**config.mk**
```make
export PLATFORM = sky130hd
export DESIGN_NAME = dual_fifo_longest_first_top
export DESIGN_NICKNAME = d
export VERILOG_FILES = /design/src/sv/dfl_pkg.sv /design/src/sv/dfl_cell.sv /design/src/sv/dfl_queue.sv /design/src/sv/dual_fifo_longest_first_top.sv
export SDC_FILE = /design/constraint.sdc
export NUM_CORES = 1
export LEC_CHECK = 0
export BUFFER_PORTS_ARGS = -buffer_cell sky130_fd_sc_hd__buf_2
export CELL_PAD_IN_SITES_DETAIL_PLACEMENT = 1
export CELL_PAD_IN_SITES_GLOBAL_PLACEMENT = 1
export CORE_AREA = 2 2 205 207
export CTS_CLUSTER_DIAMETER = 150
export DETAILED_ROUTE_END_ITERATION = 12
export DIE_AREA = 0 0 207 209
export PLACE_DENSITY_LB_ADDON = 0.1
export SYNTH_ARGS = -nofsm -noshare
export SYNTH_HDL_FRONTEND = slang
export SYNTH_SLANG_ARGS = --single-unit
export TNS_END_PERCENT = 50
```
**constraint.sdc**
```tcl
create_clock -name clock -period 7.7 [get_ports clock]
set_clock_uncertainty 0.15 [all_clocks]
set_input_delay 0.77 -clock clock [delete_from_list [all_inputs] [get_ports clock]]
set_output_delay 0.77 -clock clock [all_outputs]
set_load 0.02 [all_outputs]
```
**src/sv/dfl_pkg.sv**
```systemverilog
// Package for the two-class longest-first FIFO block.
// Holds the port widths, request and status codes, and control structs.
// No dependencies.
`default_nettype none

package dfl_pkg;

   localparam int MODE_W  = 3;
   localparam int TAG_W   = 16;
   localparam int COUNT_W = 5;

   typedef enum logic [MODE_W-1:0] {
      MODE_ENQ_A   = 3'd0,
      MODE_ENQ_B   = 3'd1,
      MODE_DEQ_A   = 3'd2,
      MODE_DEQ_B   = 3'd3,
      MODE_DEQ_ANY = 3'd4
   } mode_type;

   typedef enum logic [1:0] {
      STATUS_OK    = 2'd0,
      STATUS_EMPTY = 2'd1,
      STATUS_FULL  = 2'd2
   } status_type;

   typedef enum logic {
      CLASS_A = 1'b0,
      CLASS_B = 1'b1
   } class_type;

   typedef struct packed {
      logic push;
      logic pop;
   } queue_cmd_type;

   typedef struct packed {
      logic full;
      logic empty;
   } queue_stat_type;

   typedef struct packed {
      logic load;
      logic shift;
   } cell_ctrl_type;

endpackage

`default_nettype wire

```
**src/sv/dfl_cell.sv**
```systemverilog
// One storage cell of a queue chain: holds one tag and takes either a new
// tag or its upper neighbor's tag. Depends on dfl_pkg.
`default_nettype none

module dfl_cell
   import dfl_pkg::*;
#(
   parameter int WIDTH = 16
) (
   input  wire logic             clock,
   input  wire cell_ctrl_type    ctrl,
   input  wire logic [WIDTH-1:0] load_tag,
   input  wire logic [WIDTH-1:0] shift_tag,
   output logic      [WIDTH-1:0] tag
);

   logic [WIDTH-1:0] tag_ff;

   always_ff @(posedge clock) begin
      if (ctrl.load) begin
         tag_ff <= load_tag;
      end else if (ctrl.shift) begin
         tag_ff <= shift_tag;
      end
   end

   assign tag = tag_ff;

endmodule

`default_nettype wire

```
**src/sv/dfl_queue.sv**
```systemverilog
// One FIFO queue built as a chain of dfl_cell stages with a fill level.
// The oldest tag sits in the first cell; a pop moves every tag one cell down.
// Depends on dfl_pkg and dfl_cell.
`default_nettype none

module dfl_queue
   import dfl_pkg::*;
#(
   parameter int DEPTH  = 16,
   parameter int WIDTH  = 16,
   parameter int LEVEL_W = $clog2(DEPTH + 1)
) (
   input  wire logic               clock,
   input  wire logic               reset,
   input  wire queue_cmd_type      cmd,
   input  wire logic [WIDTH-1:0]   push_tag,
   output logic      [WIDTH-1:0]   head_tag,
   output logic      [LEVEL_W-1:0] level,
   output logic      [LEVEL_W-1:0] level_next,
   output queue_stat_type          stat
);

   logic [LEVEL_W-1:0] level_ff;
   logic [LEVEL_W-1:0] level_in;
   logic [WIDTH-1:0]   cell_tag [DEPTH];

   for (genvar i = 0; i < DEPTH; i++) begin : g_cell
      cell_ctrl_type    ctrl;
      logic [WIDTH-1:0] upper_tag;

      assign ctrl.load  = cmd.push && (level_ff == LEVEL_W'(i));
      assign ctrl.shift = cmd.pop;

      if (i == DEPTH - 1) begin : g_last
         assign upper_tag = cell_tag[i];
      end else begin : g_inner
         assign upper_tag = cell_tag[i+1];
      end

      dfl_cell #(
         .WIDTH(WIDTH)
      ) u_cell (
         .clock    (clock),
         .ctrl     (ctrl),
         .load_tag (push_tag),
         .shift_tag(upper_tag),
         .tag      (cell_tag[i])
      );
   end

   always_comb begin
      level_in = level_ff;
      if (cmd.push) begin
         level_in = level_ff + LEVEL_W'(1);
      end else if (cmd.pop) begin
         level_in = level_ff - LEVEL_W'(1);
      end
   end

   always_ff @(posedge clock) begin
      if (reset) begin
         level_ff <= '0;
      end else begin
         level_ff <= level_in;
      end
   end

   assign head_tag   = cell_tag[0];
   assign level      = level_ff;
   assign level_next = level_in;
   assign stat.full  = (level_ff == LEVEL_W'(DEPTH));
   assign stat.empty = (level_ff == '0);

endmodule

`default_nettype wire

```
**src/sv/dual_fifo_longest_first_top.sv**
```systemverilog
// Two-class FIFO with longest-queue-first service, top level.
// Depends on dfl_pkg, dfl_queue and dfl_cell.
//
// Usage:
// The req_ channel carries one request per transaction: enqueue a tag into
// class A or B, dequeue from A or B, or dequeue from whichever queue holds
// more entries (ties go to class A). Every request yields exactly one
// transaction on the rsp_ channel with the served tag, the class, a status
// code and both queue levels after the request.
// rsp_valid is registered and rises in the cycle after a request is accepted.
// Throughput is one request per cycle while the receiver does not stall:
// each request updates one queue chain and its level counter, and the
// response register frees up in the same cycle it is taken.
// When the receiver stalls, the response register holds its transaction and
// req_stall is raised until it is taken.
// Reset is synchronous and active high. It empties both queues and clears
// the response valid flag; no clearing pass is needed, so requests are taken
// in the first cycle after reset.
`default_nettype none

module dual_fifo_longest_first_top
   import dfl_pkg::*;
#(
   parameter int QUEUE_DEPTH = 16,
   parameter int TAG_BITS    = 16
) (
   input  wire logic                clock,
   input  wire logic                reset,
   input  wire logic                req_valid,
   output logic                     req_stall,
   input  wire logic [MODE_W-1:0]   req_mode,
   input  wire logic [TAG_W-1:0]    req_item_tag,
   output logic                     rsp_valid,
   input  wire logic                rsp_stall,
   output logic [TAG_W-1:0]         rsp_served_tag,
   output logic                     rsp_served_class,
   output logic [1:0]               rsp_status,
   output logic [COUNT_W-1:0]       rsp_count_a,
   output logic [COUNT_W-1:0]       rsp_count_b
);

   localparam int StoreBits = (TAG_BITS < TAG_W) ? TAG_BITS : TAG_W;
   localparam int LevelW    = $clog2(QUEUE_DEPTH + 1);

   logic                 accept;
   mode_type             mode;
   queue_cmd_type        cmd_a;
   queue_cmd_type        cmd_b;
   queue_stat_type       stat_a;
   queue_stat_type       stat_b;
   logic [StoreBits-1:0] push_tag;
   logic [StoreBits-1:0] head_a;
   logic [StoreBits-1:0] head_b;
   logic [LevelW-1:0]    level_a;
   logic [LevelW-1:0]    level_b;
   logic [LevelW-1:0]    level_next_a;
   logic [LevelW-1:0]    level_next_b;

   logic [StoreBits-1:0] served_tag;
   class_type            served_class;
   status_type           status;

   logic                 rsp_valid_ff;
   logic                 rsp_valid_in;
   logic [TAG_W-1:0]     served_tag_ff;
   logic                 served_class_ff;
   status_type           status_ff;
   logic [COUNT_W-1:0]   count_a_ff;
   logic [COUNT_W-1:0]   count_b_ff;

   assign req_stall = rsp_valid_ff && rsp_stall;
   assign accept    = req_valid && !req_stall;
   assign mode      = mode_type'(req_mode);
   assign push_tag  = StoreBits'(req_item_tag);

   always_comb begin
      cmd_a        = '0;
      cmd_b        = '0;
      served_tag   = '0;
      served_class = CLASS_A;
      status       = STATUS_EMPTY;
      case (mode)
         MODE_ENQ_A: begin
            served_class = CLASS_A;
            if (stat_a.full) begin
               status = STATUS_FULL;
            end else begin
               cmd_a.push = accept;
               status     = STATUS_OK;
            end
         end
         MODE_ENQ_B: begin
            served_class = CLASS_B;
            if (stat_b.full) begin
               status = STATUS_FULL;
            end else begin
               cmd_b.push = accept;
               status     = STATUS_OK;
            end
         end
         MODE_DEQ_A: begin
            served_class = CLASS_A;
            if (!stat_a.empty) begin
               cmd_a.pop  = accept;
               served_tag = head_a;
               status     = STATUS_OK;
            end
         end
         MODE_DEQ_B: begin
            served_class = CLASS_B;
            if (!stat_b.empty) begin
               cmd_b.pop  = accept;
               served_tag = head_b;
               status     = STATUS_OK;
            end
         end
         MODE_DEQ_ANY: begin
            if (!stat_a.empty || !stat_b.empty) begin
               status = STATUS_OK;
               if (level_a >= level_b) begin
                  served_class = CLASS_A;
                  cmd_a.pop    = accept;
                  served_tag   = head_a;
               end else begin
                  served_class = CLASS_B;
                  cmd_b.pop    = accept;
                  served_tag   = head_b;
               end
            end
         end
         default: begin
            status = STATUS_EMPTY;
         end
      endcase
   end

   dfl_queue #(
      .DEPTH  (QUEUE_DEPTH),
      .WIDTH  (StoreBits),
      .LEVEL_W(LevelW)
   ) u_queue_a (
      .clock     (clock),
      .reset     (reset),
      .cmd       (cmd_a),
      .push_tag  (push_tag),
      .head_tag  (head_a),
      .level     (level_a),
      .level_next(level_next_a),
      .stat      (stat_a)
   );

   dfl_queue #(
      .DEPTH  (QUEUE_DEPTH),
      .WIDTH  (StoreBits),
      .LEVEL_W(LevelW)
   ) u_queue_b (
      .clock     (clock),
      .reset     (reset),
      .cmd       (cmd_b),
      .push_tag  (push_tag),
      .head_tag  (head_b),
      .level     (level_b),
      .level_next(level_next_b),
      .stat      (stat_b)
   );

   assign rsp_valid_in = accept || (rsp_valid_ff && rsp_stall);

   always_ff @(posedge clock) begin
      if (reset) begin
         rsp_valid_ff <= 1'b0;
      end else begin
         rsp_valid_ff <= rsp_valid_in;
      end
   end

   always_ff @(posedge clock) begin
      if (accept) begin
         served_tag_ff   <= TAG_W'(served_tag);
         served_class_ff <= served_class;
         status_ff       <= status;
         count_a_ff      <= COUNT_W'(level_next_a);
         count_b_ff      <= COUNT_W'(level_next_b);
      end
   end

   assign rsp_valid        = rsp_valid_ff;
   assign rsp_served_tag   = served_tag_ff;
   assign rsp_served_class = served_class_ff;
   assign rsp_status       = status_ff;
   assign rsp_count_a      = count_a_ff;
   assign rsp_count_b      = count_b_ff;

endmodule

`default_nettype wire

```
After elaboration in Yosys (flattened, before gate mapping):

Cells that the tools add are included.

* logic and storage cells: 244
* bits in registers: 552
* input bits: 23
* output and inout port bits: 31

* add/subtract/negate cells: 4
* muxes and demuxes: 90
* equal/unequal tests: 36
* magnitude comparators: 1
* reductions and logical operators: 73

Operators by type and width (count)
* 2-to-1 mux 16 bit: 64
* equality test 5 x 4 -> 1 bit (second input constant): 16
* nonzero test 2 bit: 30
* case mux 16 bit (3 select lines): 1
* equality test 5 x 3 -> 1 bit (second input constant): 8
* logical AND 1 bit: 34
* equality test 5 x 2 -> 1 bit (second input constant): 4
* 2-to-1 mux 5 bit: 4
* 2-to-1 mux 1 bit: 15
* adder 5 x 1 -> 5 bit (second input constant): 2
* equality test 5 x 1 -> 1 bit (second input constant): 2
* equality test 5 bit (second input constant): 2
* zero test 5 bit: 2
* case mux 2 bit (5 select lines): 1
* subtractor 5 x 1 -> 5 bit (second input constant): 2
* equality test 3 x 2 -> 1 bit (second input constant): 2
* case mux 1 bit (2 select lines): 3
* greater-or-equal comparator 5 bit: 1
* 2-to-1 mux 2 bit: 2
* equality test 3 x 1 -> 1 bit (second input constant): 1
* equality test 3 bit (second input constant): 1
* zero test 1 bit: 3
* zero test 3 bit: 1
* logical OR 1 bit: 2
* OR reduction 2 bit: 1

Logic depth before layout (Yosys ltp):

* depth in word-level cells: 8
* gate-level depth with buffers: 12

Modules after synthesis:

A second synthesis with hierarchy kept.

* cells, all modules: 1355
* area total of the unflattened synthesis: 25788.5 sq um

Modules (own cells, without submodules)
* dfl_cell: instances 32, area each 732.0 sq um, cells each 35
* dual_fifo_longest_first_top: instances 1, area each 1382.6 sq um, cells each 95
* dfl_queue: instances 2, area each 491.7 sq um, cells each 70

Worst setup path after synthesis:

No wires, ideal clock.

* path type: input-to-reg
* start point: input port req_valid
* end point: register u_queue_b.g_cell[10].u_cell.tag_ff[0] (enable)
* buffers on the path: 0
* stages: 6
* required time: 7139 ps
* library setup time: 411 ps
* data arrival time: 3224 ps
* path slack: 3915 ps
* cell sequence: a21bo_2 -> inv_2 -> nand3_1 -> nor2_2 -> nand2_1 -> o21ai_0

* longest elaborated chain between the ends: 5
* elaborated cells on any way between the ends: 9

Ends and longest elaborated chain
* start, declared: line dual_fifo_longest_first_top.sv:29 `input wire logic req_valid,`
* logical AND 1 bit *: line dual_fifo_longest_first_top.sv:72 `assign accept = req_valid && !req_stall;`
* net accept: line dual_fifo_longest_first_top.sv:45 `logic accept;`
* 2-to-1 mux 1 bit (on tied branches): line dual_fifo_longest_first_top.sv:120, dual_fifo_longest_first_top.sv:94
* 2-to-1 mux 1 bit (on tied branches): line dual_fifo_longest_first_top.sv:118, dual_fifo_longest_first_top.sv:82
* case mux 1 bit (2 select lines) / logical AND 1 bit (equally long branches): line dual_fifo_longest_first_top.sv:82, dfl_queue.sv:31
* nonzero test 2 bit (no line) *
* end signal, assigned: line dfl_cell.sv:21 `tag_ff <= load_tag;`
* end signal, assigned: line dfl_cell.sv:23 `tag_ff <= shift_tag;`
* end, declared: line dfl_cell.sv:17 `logic [WIDTH-1:0] tag_ff;`

The timed path passes the listed nets; every way through them passes the cells marked *.
A chain may end at the register's enable or synchronous reset.

Final worst setup path:

* start point: register u_queue_a.level_ff[0], in the netlist u_queue_a.level[0]
* end point: register u_queue_a.g_cell[0].u_cell.tag_ff[9] (enable)

* longest elaborated chain between the ends: 6
* elaborated cells on any way between the ends: 13

Ends and longest elaborated chain
* start, declared: line dfl_queue.sv:23 `logic [LEVEL_W-1:0] level_ff;`
* start signal, assigned: line dfl_queue.sv:64 `level_ff <= level_in;`
* branches (longest 5 deep; another with greater-or-equal comparator 5 bit)
* nonzero test 2 bit (no line) *
* end signal, assigned: line dfl_cell.sv:21
* end signal, assigned: line dfl_cell.sv:23
* end, declared: line dfl_cell.sv:17

Every way passes the cells marked *.

==> impl_metrics.json <==
{
  "outcome": "finished, final reports clean",
  "drtAntennaViolNets": 0,
  "synth_top_family_by_area": "multiplexers",
  "synth.distinct_cells": 66,
  "dpl.cell_count": 1874,
  "instances_no_fill": 1964,
  "rsz0062_at_grt": "false",
  "layout_common_cells": "edfxtp_1, mux2_2, clkbuf_16, buf_2, nand2_1",
  "min_path_type": "input pin to register",
  "portBuffers": 53,
  "die_height_um": 209,
  "whs_path_depth": 2,
  "htree_levels": 2,
  "cts_setup_buffers": 0,
  "wl_per_cell_um": 24.2,
  "cts_root_buf": "clkbuf_16",
  "worst-setup-path-type": "register to register",
  "drt_iter0_drc": 643,
  "power.leakage_nw": 8.83,
  "syn2layout_area_growth_pct": 8.95,
  "grt_max_degree": 35,
  "firstDrtPassIters": 4,
  "numCtsBuffers": 55,
  "holdBufCountCts": 0,
  "grt_pass1_wl_um": 74900,
  "syn_area_um2": 24000,
  "drc": 0,
  "nNetsFinal": 1432,
  "tns_ns": 0,
  "cp-start-kind": "register",
  "synth_area_per_cell_um2": 17.7,
  "die_x_um": 207,
  "crit_arrival_ns": 3.93,
  "synth-xor-area-share": 0.00182,
  "drv_cap": 0,
  "ys_seq_elements": 552,
  "r2r_cells": 6,
  "synthSimpleGateAreaFrac": 0.0317,
  "antenna_cells": 0,
  "num_vias": 11600,
  "cts_resized": 0,
  "busiest_layer": "met2",
  "place_congestion": 0.806,
  "critPathRequiredTime_ns": 7.70,
  "layout_min_cycle_time_ns": 3.94,
  "clk_path_buf_depth": 3,
  "grt_pass1_vias": 12700,
  "end_kind": "register",
  "drive_gt1_frac": 0.461,
  "ir_drop_mv": 0.190,
  "critPathMaxStageDelay_ns": 0.68,
  "use_met1": 0.285,
  "path_clk_slew_ns": 0.06,
  "netlist_top_cells_area": "edfxtp_1, mux2_2, mux2_4",
  "antenna_found_initial": 0,
  "start_util": 0.582,
  "synth-seq-area-share": 0.685,
  "setup_violations": 0,
  "cts_tree": "yes",
  "clk-insertion-delay-late_ns": 0.60,
  "viasPerCell": 5.91,
  "grt_util_met2": 0.395,
  "place_hpwl_um": 30100,
  "synth_edf_count": 541,
  "slew_viol_final": 0,
  "fin_crit_sh": 0.511,
  "grt_use_met3": 0.0290,
  "wirelength_um": 47600,
  "track_usage": 0.224,
  "worst_pin_slew_ns": 1.04,
  "synth_ff_type": "edfxtp_1",
  "synthArstFlopShare": 0,
  "max_slew_margin": 0.303,
  "num_rows": 75,
  "yosysTopAreaCell": "edfxtp_1",
  "crit_chain": "inv_1, ha_1, or4b_1, a21oi_1, or3_1, nand2_1",
  "synth_top_area_share": 0.676,
  "synth_compound_area_frac": 0.0197,
  "die_area_um2": 43300,
  "syn_nets": 1401,
  "synthCells": 1361,
  "core-area_um2": 41300,
  "worst_path_max_delay_cell": "nand2_1",
  "powerDensity_nw_per_um2": 228,
  "synthMuxAreaShare": 0.231,
  "yosys.area_share.adder": 0.00885,
  "timing.fmax_ghz": 0.254,
  "layout_commonest_cell": "edfxtp_1",
  "io_pins": 54,
  "hold_viol": 0,
  "grt_remaining_overflow": 0,
  "yosysWarnings": 0,
  "critPathMaxFanout": 16,
  "clock_sinks": 552
}
[stage by stage]
stage               power (mW)  setup WS, ns  utilization  cell area (µm²)  hold slack [ns]
floorplan                 3.51          3.91            -            24000            0.351
global route              6.14          3.46        0.635            26200            0.248
global placement          3.59          3.47        0.596            24600            0.360
detailed placement        3.60          3.26        0.596            24600            0.374
CTS                       6.02          3.75        0.635            26200            0.228
finish                    5.96          3.76        0.635            26200            0.258
[cells in the mapped netlist (8+ instances only)]
cell type and instances:
mux2_4 28, ha_1 17, inv_1 11, edfxtp_1 541, o21ai_0 18, mux2_2 454
buf_6 8, a22o_1 16, clkbuf_1 56, nor2_1 16, buf_4 12, dfxtp_1 11
buf_2 18, nand2_1 36, nor2_2 17, a21oi_1 9
[critical path, delay by kind of cell, from the launching register on]
family	cells	cell delay, ns
AND/OR/NAND/NOR	3	1.86
adder cells (fa/ha/maj)	1	0.52
flip-flops	1	0.39
AO/OA/AOI/OAI	1	0.36
buffers and inverters	1	0.21
[routing by layer]
metal / share of wire / wire [µm]
met1: 0.43 / 20300
met2: 0.51 / 24500
met3: 0.029 / 1400
met4: 0.030 / 1430
met5: 0 / 0
[final timing paths]
| kind | start | endpoint | slack (ns) |
|---|---|---|---|
| worst max-delay path | u_queue_a.level[0] | u_queue_a.g_cell[0].u_cell.tag[9] | 3.76 |
| worst min-delay path | req_valid | rsp_valid | 0.26 |
| worst max register to register | u_queue_a.level[0] | u_queue_a.g_cell[0].u_cell.tag[9] | 3.76 |
| worst min register to register | u_queue_b.g_cell[13].u_cell.tag[14] | u_queue_b.g_cell[12].u_cell.tag[14] | 0.39 |
[flip-flops by register name (all words and copies together) (netlist names)]
signal                       flops
u_queue_b.level                  5
u_queue_b.g_cell.u_cell.tag    256
rsp_served_tag                  16
rsp_valid                        1
rsp_count_b                      5
rsp_count_a                      5
u_queue_a.level                  5
rsp_status                       2
rsp_served_class                 1
u_queue_a.g_cell.u_cell.tag    256
[report_power, final]
part,switching (mW),leakage [nW],internal [mW]
sequential,0.0168,4.99,3.32
combinational,0.148,3.07,0.0568
clock,1.07,0.767,1.36
total,1.23,8.83,4.73
[layout make-up]
cell class	instances	area, µm²
clock buffer	66	1420
fill	3518	15100
timing repair buffer	69	385
inverter	13	48.8
multi-input combinational	701	7050
tap	539	674
sequential	552	16500
clock inverter	24	161
[cells by family after synthesis]
| logic type | after synthesis |
|---|---|
| xor+xnor | 5 |
| compound gates | 66 |
| buf+inv | 108 |
| mux | 484 |
| fa+ha+maj | 17 |
| simple gates | 129 |
| flops | 552 |
(Power assumes the default switching activity.)
